File: src/jac_pkg.sv
// Shared types, constants and helpers for the joystick axis conditioner.
package jac_pkg;

  localparam int RAW_W       = 12;
  localparam int FRAC_W      = 8;
  localparam int SMOOTH_W    = RAW_W + FRAC_W;
  localparam int Q8_W        = 9;
  localparam int Q8_ONE      = 256;
  localparam int DB_W        = 11;
  localparam int LIMIT_W     = 15;
  localparam int VAL_W       = LIMIT_W + 1;
  localparam int CFG_W       = 15;
  localparam int REG_IDX_W   = 2;

  // power of two
  localparam int CAL_SAMPLES = 64;
  localparam int CAL_LOG2    = $clog2(CAL_SAMPLES);
  localparam int SUM_W       = RAW_W + CAL_LOG2;
  localparam int CNT_W       = $clog2(CAL_SAMPLES + 1);

  // power of two
  localparam int FULL_SCALE  = 2048;
  localparam int FS_LOG2     = $clog2(FULL_SCALE);
  localparam int MAG_W       = FS_LOG2 + 1;

  localparam int LANE_STAGES = 8;

  localparam logic [DB_W-1:0]    DEADBAND_RST     = DB_W'(0);
  localparam logic [Q8_W-1:0]    FILTER_W_RST     = Q8_W'(256);
  localparam logic [Q8_W-1:0]    EXPO_W_RST       = Q8_W'(0);
  localparam logic [LIMIT_W-1:0] OUTPUT_LIMIT_RST = LIMIT_W'(1000);

  typedef enum logic [REG_IDX_W-1:0] {
    REG_DEADBAND      = 2'd0,
    REG_FILTER_WEIGHT = 2'd1,
    REG_EXPO_WEIGHT   = 2'd2,
    REG_OUTPUT_LIMIT  = 2'd3
  } reg_idx_t;

  typedef enum logic [1:0] {
    ST_IDLE,
    ST_RUN,
    ST_DONE
  } state_t;

  typedef struct packed {
    logic [RAW_W-1:0] raw_x;
    logic [RAW_W-1:0] raw_y;
    logic             switch_level;
  } in_t;

  typedef struct packed {
    logic signed [VAL_W-1:0] x_value;
    logic signed [VAL_W-1:0] y_value;
    logic                    switch_pressed;
    logic                    calibrated;
  } out_t;

  typedef struct packed {
    logic [DB_W-1:0]    deadband;
    logic [Q8_W-1:0]    filter_weight;
    logic [Q8_W-1:0]    expo_weight;
    logic [LIMIT_W-1:0] output_limit;
  } cfg_t;

  typedef struct packed {
    logic start;
    logic cal_add;
    logic cal_last;
  } lane_ctl_t;

  function automatic logic [Q8_W-1:0] sat_q8(input logic [Q8_W-1:0] v);
    return (v > Q8_W'(Q8_ONE)) ? Q8_W'(Q8_ONE) : v;
  endfunction

endpackage

File: src/jac_lane.sv
// One axis lane: calibration sum, smoothing filter, deadband, expo curve and scaling.
module jac_lane (
  input  logic                                  clk,
  input  logic                                  rst,
  input  jac_pkg::lane_ctl_t                    ctl,
  input  logic [jac_pkg::RAW_W-1:0]             raw,
  input  jac_pkg::cfg_t                         cfg,
  output logic signed [jac_pkg::VAL_W-1:0]      value,
  output logic                                  done
);

  localparam int P_NEW_W = jac_pkg::Q8_W + jac_pkg::RAW_W;
  localparam int P_OLD_W = jac_pkg::Q8_W + jac_pkg::SMOOTH_W;
  localparam int ACC_W   = P_OLD_W + 1;
  localparam int M2_W    = 2 * jac_pkg::MAG_W;
  localparam int M3_W    = 3 * jac_pkg::MAG_W;
  localparam int LIN_W   = jac_pkg::Q8_W + jac_pkg::MAG_W;
  localparam int CUB_W   = jac_pkg::Q8_W + M3_W;
  localparam int TOT_W   = CUB_W + 1;
  localparam int EXP_SH  = 2 * jac_pkg::FS_LOG2 + jac_pkg::FRAC_W;
  localparam int SC_W    = jac_pkg::MAG_W + jac_pkg::LIMIT_W;

  logic [jac_pkg::LANE_STAGES-1:0]  vld;

  logic [jac_pkg::SUM_W-1:0]        sum;
  logic [jac_pkg::RAW_W-1:0]        center;
  logic [jac_pkg::SMOOTH_W-1:0]     smooth;

  logic [P_NEW_W-1:0]               p_new;
  logic [P_OLD_W-1:0]               p_old;
  logic                             neg3, neg4, neg5, neg6, neg7, neg8;
  logic [jac_pkg::MAG_W-1:0]        m3, m4;
  logic [M2_W-1:0]                  m2;
  logic [LIN_W-1:0]                 lin4, lin5, lin6;
  logic [M3_W-1:0]                  cube;
  logic [CUB_W-1:0]                 cub;
  logic [jac_pkg::MAG_W-1:0]        expo;
  logic [jac_pkg::LIMIT_W-1:0]      sc;

  logic [jac_pkg::SUM_W-1:0]        sum_add;
  logic [jac_pkg::Q8_W-1:0]         w_inv;
  logic [jac_pkg::Q8_W-1:0]         e_inv;
  logic [ACC_W-1:0]                 acc;
  logic [jac_pkg::SMOOTH_W-1:0]     smooth_filt;
  logic [jac_pkg::RAW_W:0]          dev;
  logic [jac_pkg::RAW_W:0]          dev_neg;
  logic [jac_pkg::RAW_W-1:0]        mag;
  logic [jac_pkg::MAG_W-1:0]        m_sel;
  logic [TOT_W-1:0]                 tot;
  logic [SC_W-1:0]                  prod;
  logic [jac_pkg::VAL_W-1:0]        sc_ext;

  always_comb begin
    sum_add     = sum + jac_pkg::SUM_W'(raw);
    w_inv       = jac_pkg::Q8_W'(jac_pkg::Q8_ONE) - cfg.filter_weight;
    e_inv       = jac_pkg::Q8_W'(jac_pkg::Q8_ONE) - cfg.expo_weight;
    acc         = ACC_W'({p_new, {jac_pkg::FRAC_W{1'b0}}}) + ACC_W'(p_old);
    smooth_filt = acc[jac_pkg::FRAC_W +: jac_pkg::SMOOTH_W];
    dev         = {1'b0, smooth[jac_pkg::SMOOTH_W-1:jac_pkg::FRAC_W]} - {1'b0, center};
    dev_neg     = -dev;
    mag         = dev[jac_pkg::RAW_W] ? dev_neg[jac_pkg::RAW_W-1:0] : dev[jac_pkg::RAW_W-1:0];
    if (mag <= jac_pkg::RAW_W'(cfg.deadband)) begin
      m_sel = '0;
    end else if (mag > jac_pkg::RAW_W'(jac_pkg::FULL_SCALE)) begin
      m_sel = jac_pkg::MAG_W'(jac_pkg::FULL_SCALE);
    end else begin
      m_sel = mag[jac_pkg::MAG_W-1:0];
    end
    tot    = (TOT_W'(lin6) << (2 * jac_pkg::FS_LOG2)) + TOT_W'(cub);
    prod   = SC_W'(expo) * SC_W'(cfg.output_limit);
    sc_ext = {1'b0, sc};
    value  = neg8 ? -sc_ext : sc_ext;
    done   = vld[jac_pkg::LANE_STAGES-1];
  end

  always_ff @(posedge clk) begin
    if (rst) begin
      vld <= '0;
    end else begin
      vld <= {vld[jac_pkg::LANE_STAGES-2:0], ctl.start};
    end
  end

  // calibration and filter state
  always_ff @(posedge clk) begin
    if (rst) begin
      sum    <= '0;
      center <= '0;
      smooth <= '0;
    end else if (ctl.cal_add) begin
      sum <= sum_add;
      if (ctl.cal_last) begin
        center <= sum_add[jac_pkg::CAL_LOG2 +: jac_pkg::RAW_W];
        smooth <= {sum_add[jac_pkg::CAL_LOG2 +: jac_pkg::RAW_W], {jac_pkg::FRAC_W{1'b0}}};
      end
    end else if (vld[0]) begin
      smooth <= smooth_filt;
    end
  end

  always_ff @(posedge clk) begin
    p_new <= P_NEW_W'(cfg.filter_weight) * P_NEW_W'(raw);
    p_old <= P_OLD_W'(w_inv) * P_OLD_W'(smooth);
    neg3  <= dev[jac_pkg::RAW_W];
    m3    <= m_sel;
    neg4  <= neg3;
    m4    <= m3;
    m2    <= M2_W'(m3) * M2_W'(m3);
    lin4  <= LIN_W'(e_inv) * LIN_W'(m3);
    neg5  <= neg4;
    lin5  <= lin4;
    cube  <= M3_W'(m2) * M3_W'(m4);
    neg6  <= neg5;
    lin6  <= lin5;
    cub   <= CUB_W'(cfg.expo_weight) * CUB_W'(cube);
    neg7  <= neg6;
    expo  <= tot[EXP_SH +: jac_pkg::MAG_W];
    if (vld[jac_pkg::LANE_STAGES-2]) begin
      neg8 <= neg7;
      sc   <= prod[jac_pkg::FS_LOG2 +: jac_pkg::LIMIT_W];
    end
  end

endmodule

File: config.mk
export PLATFORM = sky130hd
export DESIGN_NAME = jac_lane
export DESIGN_NICKNAME = d
export VERILOG_FILES = /design/src/jac_pkg.sv /design/src/jac_lane.sv
export SDC_FILE = /design/constraint.sdc
export NUM_CORES = 2
export LEC_CHECK = 0
export BUFFER_PORTS_ARGS = -buffer_cell sky130_fd_sc_hd__buf_2
export CAP_MARGIN = 20
export CORE_UTILIZATION = 24
export CTS_CLUSTER_DIAMETER = 80
export DETAILED_ROUTE_END_ITERATION = 16
export GPL_TIMING_DRIVEN = 1
export PLACE_DENSITY = 0.44
export RECOVER_POWER = 50
export SETUP_SLACK_MARGIN = 0.15
export SLEW_MARGIN = 20
export SYNTH_ARGS = -nofsm -noshare
export SYNTH_HDL_FRONTEND = slang
export SYNTH_SLANG_ARGS = --single-unit
File: constraint.sdc
create_clock -name clk -period 8.1 [get_ports clk]
set_clock_uncertainty 0.05 [all_clocks]
set_input_delay 0.81 -clock clk [delete_from_list [all_inputs] [get_ports clk]]
set_output_delay 0.81 -clock clk [all_outputs]
set_load 0.02 [all_outputs]
* After elaboration in Yosys (flattened, before gate mapping) *
Index checks and enable logic that the tools add are counted.
W data, S select, Z words.

word-level totals
  register bits = 325
  input bits = 61

operators by class
  add/sub/neg operators = 8
  $mul = 7
  magnitude comparators = 2
  equality and inequality tests = 1
  muxes and demuxes = 6
  reduce and logical (&&, ||, !) cells = 4

operators by type and width
  cell                    number
  $mux W20                3
  $add A42 B42 Y42        1
  $mul A9 B36 Y42         1
  $mul A9 B12 Y20         2
  $mul A24 B12 Y36        1
  $add A28 B28 Y28        1
  $mul A9 B20 Y28         1
  $mul A12 B15 Y26        1
  $mul A12 B12 Y24        1
  $mux W12                2
  $add A18 B12 Y18        1
  $sub A9 B9 Y9 const A   2
  $mux W16                1
  $neg A15 Y16            1
  $sub A12 B12 Y13        1
  $gt A12 B12 Y1 const B  1
  $le A12 B11 Y1          1
  $neg A12 Y12            1
  $reduce_and A2 Y1       2
  $ne A2 B2 Y1 const B    1
  $reduce_bool A2 Y1      1
  $reduce_or A2 Y1        1

* Depth between registers and ports, before layout *
  word-level depth = 5
  mapped depth = 27
  gate-level depth less buffers = 25

* Worst setup path after synthesis *
Ideal clock, no wire load.

  path type = input to register
  from = in cfg[24] (netlist name)
  to = reg p_old[27]
  setup time = 0.128 ns
  data arrival time = 6.090 ns
  slack = 1.832 ns
  cell stages on the path = 26
  path through = inv_1 ha_1 nand2_1 or3_1 or3_1 xnor2_1 clkbuf_1 clkbuf_1 and2_1 fa_1 fa_1 fa_1 inv_1 fa_1 inv_1 ha_1 o21a_1 o21a_1 nand2_1 a21oi_1 a21oi_1 o21ai_1 a21oi_1 a311oi_1 mux2i_1 nand4_1

on the way
  word-level cells in the longest chain between the ends = 2

RTL lines
  element               line             RTL
  from (decl)           jac_lane.sv:7    input jac_pkg::cfg_t cfg,
  $sub A9 B9 Y9         jac_lane.sv:55   w_inv = jac_pkg::Q8_W'(jac_pkg::Q8_ONE) - cfg.filter_weight;
  $mul A9 B20 Y28       jac_lane.sv:103  p_old <= P_OLD_W'(w_inv) * P_OLD_W'(smooth);
  to (signal assigned)  jac_lane.sv:103
  to (decl)             jac_lane.sv:30   logic [P_OLD_W-1:0] p_old;

No other way between the ends.
A chain may end at the register's enable or synchronous reset.

* Final worst setup path *
  from = reg m2[0]
  to = reg cube[35]

on the way
  word-level cells in the longest chain between the ends = 1

RTL lines
  element                 line             RTL
  from (decl)             jac_lane.sv:33   logic [M2_W-1:0] m2;
  from (signal assigned)  jac_lane.sv:108  m2 <= M2_W'(m3) * M2_W'(m3);
  $mul A24 B12 Y36        jac_lane.sv:112  cube <= M3_W'(m2) * M3_W'(m4);
  to (signal assigned)    jac_lane.sv:112
  to (decl)               jac_lane.sv:35   logic [M3_W-1:0] cube;

No other way between the ends.

==> flow_metrics.tcl <==
set metrics [dict create \
    grt_overflow 0 \
    fin_crit_ps 6890 \
    crit_top_cell "fa_1" \
    yosys.area.top_type_share_pct 37.8 \
    ys_seq_elements 293 \
    seq_power_share_pct 14.5 \
    arrival_ps 7350 \
    synthToLayoutAreaGrowth_pct 9.43 \
    vias_per_cell 4.24 \
    crit_chain "clkbuf_1 -> nand2_1 -> fa_1 -> inv_1 -> fa_1 -> inv_1 -> fa_1 -> fa_1 -> inv_1 -> ha_1 -> o21ai_0 -> o21ai_0 -> o2111ai_1 -> a211o_1 -> a211oi_1 -> nor3_2 -> o211ai_1 -> a31o_2 -> a21oi_1 -> xnor2_1" \
    hold_class "flip-flop to flip-flop" \
    h-tree-depth 2 \
    grt_max_degree 56 \
    switching_power_mw 11.5 \
    routed_wl_mm 127 \
    maxCapViolCount 5 \
    slowest_delay_ps 1260 \
    clock-sinks 293 \
    fillers 21795 \
    combPwrFrac_pct 77.3 \
    synth_most_common_cell "inv_1" \
    synth_common_cells "inv_1 (1,172), fa_1 (925), nand2_1 (828)" \
    max_freq_mhz 145 \
    grt_pass1_wl_mm 207 \
    track_usage_pct 12.7 \
    cts_tree "yes" \
    synthCells 5528 \
    antenna_left 0 \
    power_frac_clock_pct 8.2 \
    yosys-top-cells-area "fa_1 (38%), dfxtp_1 (11%), ha_1 (11%)" \
    ios 78 \
    drtPass1Iterations 5 \
    drv_slew 187 \
    die-area_um2 206000 \
    placementRows 165 \
    io_buffers 77 \
    path_max_fanout 34 \
    cts_hold_buf 0 \
    clk-insertion-delay-late_ps 620 \
    cp.required_ps 8550 \
    cts_setup_buffers 0 \
    synth.cell_area_um2 49000 \
    p_int_mw 11.4 \
    async_reset_ff_share_pct 0 \
    die-width_um 454 \
    synth_top_area_cell "fa_1" \
    dp_hpwl_mm 101 \
    rsz0062_at_grt "no" \
    antenna_found_initial 16 \
    start_util_pct 24.2 \
    nets 6894 \
    core_um2 203000 \
    synth-main-ff-cell "dfxtp_1" \
    switching_share_pct 50.3 \
    first_global_vias 38039 \
    drc_errors 0 \
    wire_per_inst_um 15.6 \
    drt-initial-drc-count 1351 \
    die_y_um 454 \
    avgSynthCellArea_um2 8.86 \
    synth-edff-count 16 \
    ys_warn_count 0 \
    cp-end-kind "flip-flop" \
    clk_path_buf_depth 3 \
    p_per_area_nw_per_um2 427 \
    synth_cell_types 80 \
    peakVddDrop_mv 0.555 \
    p_leak_nw 26.3 \
    final_layout_size_suffix_gt1_share_pct 3.89 \
    critPathSlowestCell "clkbuf_1" \
    start_kind "flip-flop" \
    hold_viol 0 \
    violations "capacitance limit, slew limit" \
    final-setup-viol-count 0 \
    postCtsResizedCells 0 \
    vias 34674 \
    path_class "flip-flop to flip-flop" \
    place_area_um2 52200 \
    place_congestion 0.801 \
    path_clk_slew_ps 60 \
    root_buffer "clkbuf_16" \
    ys_seq_area_share_pct 12.3 \
    relSlewSlack_pct -100 \
    tightest_slew_ps 3000 \
    stdcell_area_um2 53600 \
    period_share_pct 85.1 \
    cts_buffers 42 \
    outcome "finished with violations" \
    final.setup.tns_ps 0 \
]
-- power groups by stage --
stage / clock, mW / combinational (mW) / sequential [mW]
finish: 1.87 / 17.7 / 3.32
global route: 2.02 / 20.6 / 3.39
CTS: 1.97 / 18.1 / 3.34
detailed placement: 0 / 17.9 / 3.36
global placement: 0 / 17.8 / 3.37
floorplan: 0 / 14.1 / 2.72
-- metrics by stage --
stage	total power, mW	hold slack, ps	std cells	setup WS, ps	utilization (%)
final	22.9	269	8178	1210	26.5
after global routing	26.0	277	8177	733	26.5
after CTS	23.4	271	8175	1470	26.5
after detailed placement	21.3	262	8098	1110	25.8
after global placement	21.2	262	8098	1190	25.8
after floorplan	16.9	260	5533	1830	-
-- routing by layer --
| layer | part of all wire, % | GRT usage, % | vias up |
|---|---|---|---|
| met2 | 50 | 22.8 | 442 |
| met3 | 3.0 | 1.35 | 143 |
| met1 | 45 | 16.3 | 17574 |
| li1 | - | - | 16511 |
| met4 | 2.0 | 2.78 | 4 |
| met5 | 0.023 | 0 | - |
-- registers in the layout (all words and copies together) (netlist names), 8 cells and up --
register	flops
center	12
cub	20
cube	36
expo	12
lin4	20
lin5	20
lin6	20
m2	23
m3	12
m4	11
p_new	20
p_old	20
sc	15
smooth	20
sum	18
vld	8
-- final cells by class --
cell class                 count  area [um2]  share of cell area (%)
antenna                        2        5.00                 0.00934
clock buffer                  51        1120                    2.10
clock inverter                26         284                   0.530
inverter                    1172        4400                    8.21
multi-input combinational   3827       37700                    70.3
sequential                   293        6030                    11.2
tap                         2672        3340                    6.24
timing repair buffer         135         741                    1.38
-- logic make-up after synthesis --
logic type,Yosys count,synth area share (%)
simple gates,1771,17.4
buf+inv,1413,10.9
fa+ha+maj,1362,49.0
compound gates,455,6.27
flops,293,12.3
xor+xnor,221,3.95
mux,11,0.230
other cells,2,0.0153
-- cells in the final DEF, fill, tap and decap left out, types with 42 or more instances in the layout --
cell / Yosys / layout
buf_4: 1 / 42
buf_2: 0 / 61
a21o_1: 45 / 45
nand3_1: 48 / 48
dfxtp_1: 277 / 277
xnor2_1: 150 / 147
inv_1: 1172 / 1172
a21oi_1: 131 / 131
nor3_1: 61 / 61
nand2_1: 828 / 828
clkbuf_16: 0 / 42
o21ai_0: 63 / 64
fa_1: 925 / 925
ha_1: 437 / 437
and2_1: 526 / 518
nor2_1: 165 / 165
xor2_1: 71 / 71
-- final timing paths --
check | start | end | slack, ps | cells after the start
min reg2reg | neg5$_DFF_P_ | neg6$_DFF_P_ | 270 | 0
min | neg5$_DFF_P_ | neg6$_DFF_P_ | 270 | 0
max | m2[0]$_DFF_P_ | cube[35]$_DFF_P_ | 1210 | 20
max reg2reg | m2[0]$_DFF_P_ | cube[35]$_DFF_P_ | 1210 | 20
-- critical path: cells and delay by family (launching register included) --
family / cells / cell delay, ps
AND/OR/NAND/NOR: 2 / 340
buffers and inverters: 4 / 1400
AO/OA/AOI/OAI: 8 / 2140
adder cells (fa/ha/maj): 5 / 2390
XOR/XNOR: 1 / 130
flip-flops: 1 / 300
Note: power is estimated with default switching activity, not from simulation.
